### src/hw/rtl/swrl_pkg.sv
// ----------------------------------------------------------------------------
// swrl_pkg: shared types and constants of the sliding-window rate limiter
// Field widths, register indexes, sequencer states and the shared adder's
// request and response types.
// ----------------------------------------------------------------------------
package swrl_pkg;

	// field widths
	localparam int TIME_W   = 48;
	localparam int DELAY_W  = 24;
	localparam int MAXREQ_W = 5;
	localparam int WINDOW_W = 24;
	localparam int CFG_W    = 24;
	localparam int CFG_IDX_W = 1;

	localparam logic [TIME_W-1:0]   TIME_MAX      = {TIME_W{1'b1}};
	localparam logic [DELAY_W-1:0]  DELAY_MAX     = {DELAY_W{1'b1}};
	localparam logic [WINDOW_W-1:0] WINDOW_RESET  = 24'd1000;
	localparam logic [MAXREQ_W-1:0] MAXREQ_RESET  = '0;

	// configuration register indexes
	localparam logic [CFG_IDX_W-1:0] REG_MAX_REQUESTS = 1'b0;
	localparam logic [CFG_IDX_W-1:0] REG_WINDOW_MS    = 1'b1;

	// sequencer states
	typedef enum logic [4:0] {
		ST_IDLE  = 5'b00001,
		ST_READ  = 5'b00010,
		ST_SCAN  = 5'b00100,
		ST_GRANT = 5'b01000,
		ST_FIN   = 5'b10000
	} swrl_state_t;

	// shared adder operation
	typedef enum logic {
		ALU_ADD = 1'b0,
		ALU_SUB = 1'b1
	} swrl_op_t;

	typedef struct packed {
		swrl_op_t          op;
		logic [TIME_W-1:0] a;
		logic [TIME_W-1:0] b;
	} swrl_alu_req_t;

	// res[TIME_W] is the carry on add, the borrow sign on subtract
	typedef struct packed {
		logic [TIME_W:0] res;
	} swrl_alu_rsp_t;

endpackage

### src/hw/rtl/sliding_window_rate_limiter.sv
// ----------------------------------------------------------------------------
// sliding_window_rate_limiter: deferring sliding-window log rate limiter
// Keeps a ring of granted times and returns, per request, the time at which
// the request may run.
// ----------------------------------------------------------------------------
// Usage:
//   Configuration: cfg_we/cfg_index/cfg_wdata write max_requests (index 0)
//   or window_ms (index 1); write only while busy is low.
//   Request: a transfer happens at a clock edge with start high and busy low;
//   now_ms is captured there. busy stays high until the result is out.
//   Result: done pulses for one cycle with grant_time_ms, was_delayed and
//   delay_ms valid in that cycle; the receiver cannot stall the block.
//   Sequence: with max_requests zero, idle goes straight to the final state.
//   Otherwise the ring head is read, then head entries are dropped (at most
//   RING_DEPTH) until one is kept or the ring is empty, then the grant is
//   appended. The head scan is the limit: one ring read and one window-end
//   add per cycle. The next request can be taken in the cycle done is high.
//   Reset: ring empty, max_requests 0 (limiting off), window_ms 1000.
//   Ring contents are not cleared; only live entries are ever read.
// ----------------------------------------------------------------------------
module sliding_window_rate_limiter import swrl_pkg::*; #(
	parameter int RING_DEPTH = 32
) (
	input  logic                 clk,
	input  logic                 arst_n,
	// configuration
	input  logic                 cfg_we,
	input  logic [CFG_IDX_W-1:0] cfg_index,
	input  logic [CFG_W-1:0]     cfg_wdata,
	// request
	input  logic                 start,
	output logic                 busy,
	input  logic [TIME_W-1:0]    now_ms,
	// result
	output logic                 done,
	output logic [TIME_W-1:0]    grant_time_ms,
	output logic                 was_delayed,
	output logic [DELAY_W-1:0]   delay_ms
);

	localparam int HW   = $clog2(RING_DEPTH);
	localparam int CW   = $clog2(RING_DEPTH + 1);
	localparam int CMPW = (CW > MAXREQ_W) ? CW : MAXREQ_W;
	localparam int SW   = CW + 1;

	localparam logic [HW-1:0] HEAD_LAST  = HW'(RING_DEPTH - 1);
	localparam logic [CW-1:0] COUNT_FULL = CW'(RING_DEPTH);
	localparam logic [SW-1:0] DEPTH_S    = SW'(RING_DEPTH);

	swrl_state_t          state_q;
	logic [MAXREQ_W-1:0]  maxreq_q;
	logic [WINDOW_W-1:0]  window_q;
	logic [HW-1:0]        head_q;
	logic [CW-1:0]        count_q;
	logic                 done_q;
	logic [TIME_W-1:0]    now_q;
	logic [TIME_W-1:0]    end_q;
	logic [TIME_W-1:0]    grant_q;
	logic [TIME_W-1:0]    grant_out_q;
	logic                 delayed_q;
	logic [DELAY_W-1:0]   delay_q;

	swrl_alu_req_t        alu_req;
	swrl_alu_rsp_t        alu_rsp;
	logic [TIME_W-1:0]    rd_data;
	logic [HW-1:0]        rd_addr;
	logic [HW-1:0]        head_inc;
	logic [CMPW-1:0]      count_ext;
	logic [CMPW-1:0]      maxreq_ext;
	logic [TIME_W-1:0]    scan_end;
	logic                 pop;
	logic [TIME_W-1:0]    grant_next;
	logic [SW-1:0]        tail_sum;
	logic [HW-1:0]        wr_addr;
	logic                 ram_we;

	// shared adder
	swrl_alu u_alu (
		.req (alu_req),
		.rsp (alu_rsp)
	);

	// grant ring
	swrl_ram #(
		.WIDTH (TIME_W),
		.DEPTH (RING_DEPTH)
	) u_ring (
		.clk   (clk),
		.we    (ram_we),
		.waddr (wr_addr),
		.wdata (grant_next),
		.raddr (rd_addr),
		.rdata (rd_data)
	);

	// adder operands: head + window while scanning, grant - now at the end
	always_comb begin
		alu_req.op = ALU_ADD;
		alu_req.a  = rd_data;
		alu_req.b  = {{(TIME_W - WINDOW_W){1'b0}}, window_q};
		if (state_q == ST_FIN) begin
			alu_req.op = ALU_SUB;
			alu_req.a  = grant_q;
			alu_req.b  = now_q;
		end
	end

	// head scan decision
	assign head_inc   = (head_q == HEAD_LAST) ? '0 : head_q + 1'b1;
	assign count_ext  = CMPW'(count_q);
	assign maxreq_ext = CMPW'(maxreq_q);
	assign scan_end   = alu_rsp.res[TIME_W] ? TIME_MAX : alu_rsp.res[TIME_W-1:0];
	assign pop        = (count_ext > maxreq_ext) || (now_q > scan_end);

	// read the next head while popping so the scan handles one entry per cycle
	assign rd_addr = (state_q == ST_SCAN && pop) ? head_inc : head_q;

	// grant: window end of the head when the ring stays at the limit
	assign grant_next = (count_ext == maxreq_ext && count_q != '0) ? end_q : now_q;

	// append address; a full ring overwrites its head
	assign tail_sum = SW'(head_q) + SW'(count_q);
	always_comb begin
		if (count_q == COUNT_FULL) begin
			wr_addr = head_q;
		end else if (tail_sum >= DEPTH_S) begin
			wr_addr = HW'(tail_sum - DEPTH_S);
		end else begin
			wr_addr = HW'(tail_sum);
		end
	end

	assign ram_we = (state_q == ST_GRANT);

	// configuration registers
	always_ff @(posedge clk or negedge arst_n) begin
		if (!arst_n) begin
			maxreq_q <= MAXREQ_RESET;
			window_q <= WINDOW_RESET;
		end else if (cfg_we) begin
			unique case (cfg_index)
				REG_MAX_REQUESTS: maxreq_q <= cfg_wdata[MAXREQ_W-1:0];
				REG_WINDOW_MS:    window_q <= cfg_wdata[WINDOW_W-1:0];
				default: ;
			endcase
		end
	end

	// sequencer and ring pointers
	always_ff @(posedge clk or negedge arst_n) begin
		if (!arst_n) begin
			state_q <= ST_IDLE;
			head_q  <= '0;
			count_q <= '0;
			done_q  <= 1'b0;
		end else begin
			done_q <= 1'b0;
			unique case (state_q)
				ST_IDLE: begin
					if (start) begin
						state_q <= (maxreq_q == '0) ? ST_FIN : ST_READ;
					end
				end
				ST_READ: begin
					state_q <= (count_q == '0) ? ST_GRANT : ST_SCAN;
				end
				ST_SCAN: begin
					if (pop) begin
						head_q  <= head_inc;
						count_q <= count_q - 1'b1;
						if (count_q == CW'(1)) begin
							state_q <= ST_GRANT;
						end
					end else begin
						state_q <= ST_GRANT;
					end
				end
				ST_GRANT: begin
					if (count_q == COUNT_FULL) begin
						head_q <= head_inc;
					end else begin
						count_q <= count_q + 1'b1;
					end
					state_q <= ST_FIN;
				end
				ST_FIN: begin
					done_q  <= 1'b1;
					state_q <= ST_IDLE;
				end
				default: state_q <= ST_IDLE;
			endcase
		end
	end

	// payload registers
	always_ff @(posedge clk) begin
		if (state_q == ST_IDLE && start) begin
			now_q <= now_ms;
			if (maxreq_q == '0) begin
				grant_q <= now_ms;
			end
		end
		if (state_q == ST_SCAN && !pop) begin
			end_q <= scan_end;
		end
		if (state_q == ST_GRANT) begin
			grant_q <= grant_next;
		end
		if (state_q == ST_FIN) begin
			grant_out_q <= grant_q;
			delayed_q   <= !alu_rsp.res[TIME_W] && (alu_rsp.res[TIME_W-1:0] != '0);
			if (alu_rsp.res[TIME_W]) begin
				delay_q <= '0;
			end else if (alu_rsp.res[TIME_W-1:DELAY_W] != '0) begin
				delay_q <= DELAY_MAX;
			end else begin
				delay_q <= alu_rsp.res[DELAY_W-1:0];
			end
		end
	end

	assign busy          = (state_q != ST_IDLE);
	assign done          = done_q;
	assign grant_time_ms = grant_out_q;
	assign was_delayed   = delayed_q;
	assign delay_ms      = delay_q;

endmodule

### src/hw/rtl/swrl_ram.sv
// ----------------------------------------------------------------------------
// swrl_ram: generic single-write, single-read RAM
// One write port, one read port with registered read data.
// ----------------------------------------------------------------------------
module swrl_ram #(
	parameter int WIDTH = 48,
	parameter int DEPTH = 32
) (
	input  logic                     clk,
	input  logic                     we,
	input  logic [$clog2(DEPTH)-1:0] waddr,
	input  logic [WIDTH-1:0]         wdata,
	input  logic [$clog2(DEPTH)-1:0] raddr,
	output logic [WIDTH-1:0]         rdata
);

	logic [WIDTH-1:0] mem_q [DEPTH];
	logic [WIDTH-1:0] rdata_q;

	// write port
	always_ff @(posedge clk) begin
		if (we) begin
			mem_q[waddr] <= wdata;
		end
	end

	// registered read port
	always_ff @(posedge clk) begin
		rdata_q <= mem_q[raddr];
	end

	assign rdata = rdata_q;

endmodule

### src/hw/rtl/swrl_alu.sv
// ----------------------------------------------------------------------------
// swrl_alu: shared 49-bit add/subtract unit
// Used for window-end sums during the scan and for grant minus now at the end.
// ----------------------------------------------------------------------------
module swrl_alu import swrl_pkg::*; (
	input  swrl_alu_req_t req,
	output swrl_alu_rsp_t rsp
);

	logic [TIME_W:0] a_ext;
	logic [TIME_W:0] b_ext;

	assign a_ext = {1'b0, req.a};

	// invert b for subtract, carry-in supplied below
	always_comb begin
		case (req.op)
			ALU_SUB: b_ext = ~{1'b0, req.b};
			default: b_ext = {1'b0, req.b};
		endcase
	end

	assign rsp.res = a_ext + b_ext + {{TIME_W{1'b0}}, (req.op == ALU_SUB)};

endmodule

### config.mk
export PLATFORM = sky130hd
export DESIGN_NAME = sliding_window_rate_limiter
export DESIGN_NICKNAME = d
export VERILOG_FILES = /design/src/hw/rtl/swrl_pkg.sv /design/src/hw/rtl/sliding_window_rate_limiter.sv /design/src/hw/rtl/swrl_ram.sv /design/src/hw/rtl/swrl_alu.sv
export SDC_FILE = /design/constraint.sdc
export NUM_CORES = 2
export LEC_CHECK = 0
export BUFFER_PORTS_ARGS = -buffer_cell sky130_fd_sc_hd__buf_2
export CORE_MARGIN = 2
export CORE_UTILIZATION = 50
export CTS_BUF_LIST = sky130_fd_sc_hd__clkbuf_8 sky130_fd_sc_hd__clkbuf_16
export CTS_CLUSTER_SIZE = 20
export DETAILED_ROUTE_END_ITERATION = 8
export PLACE_DENSITY = 0.74
export SYNTH_ARGS = -nofsm -noshare
export SYNTH_HDL_FRONTEND = slang
export SYNTH_SLANG_ARGS = --single-unit
export TNS_END_PERCENT = 5
### constraint.sdc
create_clock -name clk -period 14.6 [get_ports clk]
set_clock_uncertainty 0.15 [all_clocks]
set_input_delay 2.19 -clock clk [delete_from_list [all_inputs] [get_ports clk]]
set_output_delay 2.19 -clock clk [all_outputs]
set_load 0.05 [all_outputs]
==> summary by stage <==
GRT
The wire length of the first global-routing pass is 321 mm. The via count of the first global-routing pass came to 48000. The global-route congestion overflow total is 0.

The total global-route track usage is 27.8%. The maximum number of pins on one net before global-route repair is 153. The initial antenna violation count is 11.

Drt
The detail route stage leaves a number of antenna-violating nets equal to 0. The detailed router put a total of 81.9 mm of wire on met1. The detailed-route wire length is 224 mm.

After detailed routing, the number of remaining DRC violations is 0. After detailed routing, no signal wire sits above met5. The met2 wire length is 106 mm. The routed wirelength normalized by instance count is slightly below 30 um.

The number of iterations in the first detailed-routing pass is 8. The total met3 wirelength after detailed routing is around 27 mm. In the routed layout, each cell is associated on average with a via count of approximately 6.5. After the first detailed-routing iteration, the DRC count stood at 7514. The total via count after detailed routing is 50600.

Synth
Counting flops with an async set or reset pin after synthesis yields a share of 2.49%. After synthesis, the largest area contributor takes up 68.1% of total cell area. Synthesis produced a netlist whose cell count is 5496. Among all flip-flop cells after synthesis, the most frequent one is edfxtp_1. The post-synthesis average cell area is 14.1 um^2. Of all cell types, the one taking the most synthesized area is edfxtp_1.

For this run, the number of Yosys warnings is 0. The portion of the post-synthesis area used by sequential elements is 70.9%. The number of different library cells used by synthesis comes to 76. Counting flops and latches in the post-synthesis netlist gives 1847.

When the netlist entered floorplanning its net count stood at 5684. Sorting the synthesized cells by area gives the leading types as edfxtp_1, mux2_2, nand2_1, o21ai_0, ha_1. After synthesis the cells add up to roughly 0.077 mm^2. The number of enable flip-flop cells after synthesis is 1753.

Timing
The relative max-transition margin is 6.52%. The final setup violation count is 0. The period utilization is 83.3%. The sum of negative setup slack is 0 ps.

The worst path needs roughly 12000 ps of the cycle, external delays included. The setup slack of the critical path after layout is 2440 ps. Based on the critical path, the design can be clocked at up to 82.3 MHz.

Setup repair after global routing left no endpoint under its margin. The transition time at the pin with the least slew margin is 1400 ps. The count of final max-slew check failures is 0.

The count of endpoints failing hold in the final timing report came to 0.

Placed design
The total of buffers placed on input and output ports is 151. The post-placement cell count is about 7400. The minimum setup slack after placement is 2680 ps. The HPWL reported at the end of detailed placement is 127 mm. The congestion estimate from routability-driven global placement came to 0.992.

Clock network
The maximum count of clock buffers along a single path is 3. The number of gates resized after CTS was 0. The clock tree synthesis step divided the H-tree into 4 levels. The tree is rooted in a clkbuf_16. After clock tree synthesis, the flow added hold-fix buffers numbering 0. Buffers added to address setup during post-CTS repair amount to 0. The number of buffers created by CTS is 173.

The clock network latency to the later pin of the worst-skew pair is between 800 and 900 ps. The clock transition at the registers of the reported paths is 60 ps. The TritonCTS clock tree is done. The clock drives 1847 sinks.

Run status
The run finished with clean final reports.

Min path
The startpoint of the lowest-slack hold path is grant_q[20]. The path with the worst hold slack has its endpoint at grant_time_ms[20]. The number of cells traversed by the worst hold path is 0.

The class of the tightest hold or removal check is register to register.

Critical path
Setup slack on the worst reg-to-reg path comes out at 2440 ps. In this design, the largest share of critical-path delay is due to compound AO/OA/AOI/OAI gates. The endpoint identified for the worst register-to-register timing path is u_ring.rdata[18]. The required time of the critical path is 15150 ps. Among all stages on the critical path, the largest delay is contributed by mux2_8. The start-to-end type of the worst setup path is register to register. Along the worst path, the maximum fanout reaches approximately 120. The largest stage delay on the critical path is slightly above 800 ps.

The worst flop-to-flop path startpoint is state_q[2]. The startpoint type of the worst setup path is a register. The capturing element type of the critical path is a register. The signal arrival time at the worst endpoint is 12710 ps. The worst reg-to-reg path cell count is 30. The number of buffer and inverter stages on the critical path is 3.

Pwr
The internal power is 0.0111 W. The clock network fraction of design power is 24.2%. Of the total power, the share spent switching nets is 39.0%.

For this design the static power due to leakage is approximately 29 nW. Sequential cells burn 37.1% of the power. The portion of total power attributed to combinational logic is approximately two fifths. The maximum resistive drop on vdd is 0.338 mV. Power spread over the standard cell area amounts to 212 mW/mm^2. The net switching power is 0.00712 W.

Floorplan
The core outline area is between 0.15 and 0.2 mm^2. The horizontal extent of the die is 397 um. The number of primary I/O pins is approximately 150. The die is 397 um tall. The floorplan step defined a die boundary enclosing between 0.15 and 0.2 mm^2. The total number of placement rows is 144. The initial utilization of the core area, before any placement, comes to 50.2%.

Layout
The fraction of final layout cells sized beyond drive strength 1 is 15.1%. The layout net count is 5732. The filler cell count is 12000. Relative to the synthesized area, the layout overhead comes to 11.2%. The multi-input combinational cell area is ~0.021 mm^2. Cells fill 55.8% of the core in the end. The leading cell type in the layout, fill and taps excluded is edfxtp_1. The area of all sequential standard cells is 0.0548 mm^2. Leaving out filler cells and counting taps, the final layout contains 7737. The library cells used most frequently in the layout, excluding fill and tap cells, are edfxtp_1, nand2_1, o21ai_0.

Run
The count of max-cap constraint violations is 0.
[sequential cells by signal (all words and copies together), names as in the netlist]
register and flops:
count_ext 6, delay_ms 24, done 1, end_q 48, grant_q 48, grant_time_ms 48
head_q 5, maxreq_q 5, now_q 48, state_q 5, u_ring.mem_q 1536, u_ring.rdata 48
was_delayed 1, window_q 24
[power by group through the flow]
stage          logic, W  clock network (W)  registers [W]
2_1_floorplan   0.00474                  0        0.00671
3_3_place_gp    0.00675                  0        0.00687
3_5_place_dp    0.00690                  0        0.00687
4_1_cts         0.00694            0.00444        0.00676
5_1_grt         0.00755            0.00463        0.00678
6_report        0.00707            0.00441        0.00678
[worst register-to-register path, delay by kind of cell, from the launching register on]
| family | cells | cell delay [ps] |
|---|---|---|
| AOI/OAI and AO/OA | 15 | 4520 |
| xor gates and xnor gates | 1 | 360 |
| adders and majority gates | 2 | 750 |
| buffers and inverters | 3 | 1530 |
| DFF | 1 | 430 |
| muxes | 1 | 810 |
| and+or+nand+nor | 8 | 3480 |
[through the flow]
| step | power (W) | hold WS, ps | area (um^2) |
|---|---|---|---|
| floorplan | 0.0114 | 276 | 77300 |
| global placement | 0.0136 | 294 | 80300 |
| detailed placement | 0.0138 | 297 | 80300 |
| CTS | 0.0181 | 311 | 85900 |
| global route | 0.0190 | 327 | 85900 |
| finish | 0.0183 | 309 | 85900 |
[cell usage after synthesis, types with 94 or more instances]
cell type / n
a21oi_1: 250
a22o_1: 94
clkbuf_1: 284
edfxtp_1: 1753
ha_1: 109
mux2_2: 264
mux2i_1: 101
nand2_1: 545
nand2b_1: 98
nand3_1: 271
nand4_1: 168
nor2_1: 131
nor3_1: 121
o21ai_0: 405
o22ai_1: 95
[area by class of cell]
type	count	share of cell area (%)
antenna	1	0.00291
sequential	1847	63.7
multi-input combinational	3246	24.9
timing repair buffer	246	1.77
clock inverter	128	1.05
tap	2044	2.98
inverter	30	0.133
clock buffer	195	5.44
[logic make-up (layout without fill, tap and decap cells)]
family / after synthesis / in the layout / synth area share [%]
other: 0 / 1 / 0
DFF: 1847 / 1847 / 70.9
and+or+nand+nor: 1512 / 1512 / 9.64
muxes: 366 / 366 / 5.18
buffers and inverters: 403 / 599 / 2.05
adders and majority gates: 111 / 111 / 1.82
AOI/OAI and AO/OA: 1201 / 1201 / 9.81
xor gates and xnor gates: 56 / 56 / 0.635
[worst max-delay path by stage]
| stage | start | endpoint | cells past startpoint |
|---|---|---|---|
| after floorplan | state_q[2] | head_q[1] | 31 |
| after CTS | state_q[2] | u_ring.rdata[18] | 30 |
| after detailed placement | state_q[2] | u_ring.rdata[18] | 30 |
| after global placement | state_q[2] | u_ring.rdata[18] | 30 |
| after global routing | state_q[2] | u_ring.rdata[18] | 30 |
| final | state_q[2] | u_ring.rdata[18] | 30 |
[routing by layer]
metal,track usage [%],vias to the layer above
met4,11.3,8
met2,45.2,3548
li1,-,21400
met5,0,-
met1,36.8,25000
met3,5.69,578
No activity file was read; power rests on OpenSTA's default activity.
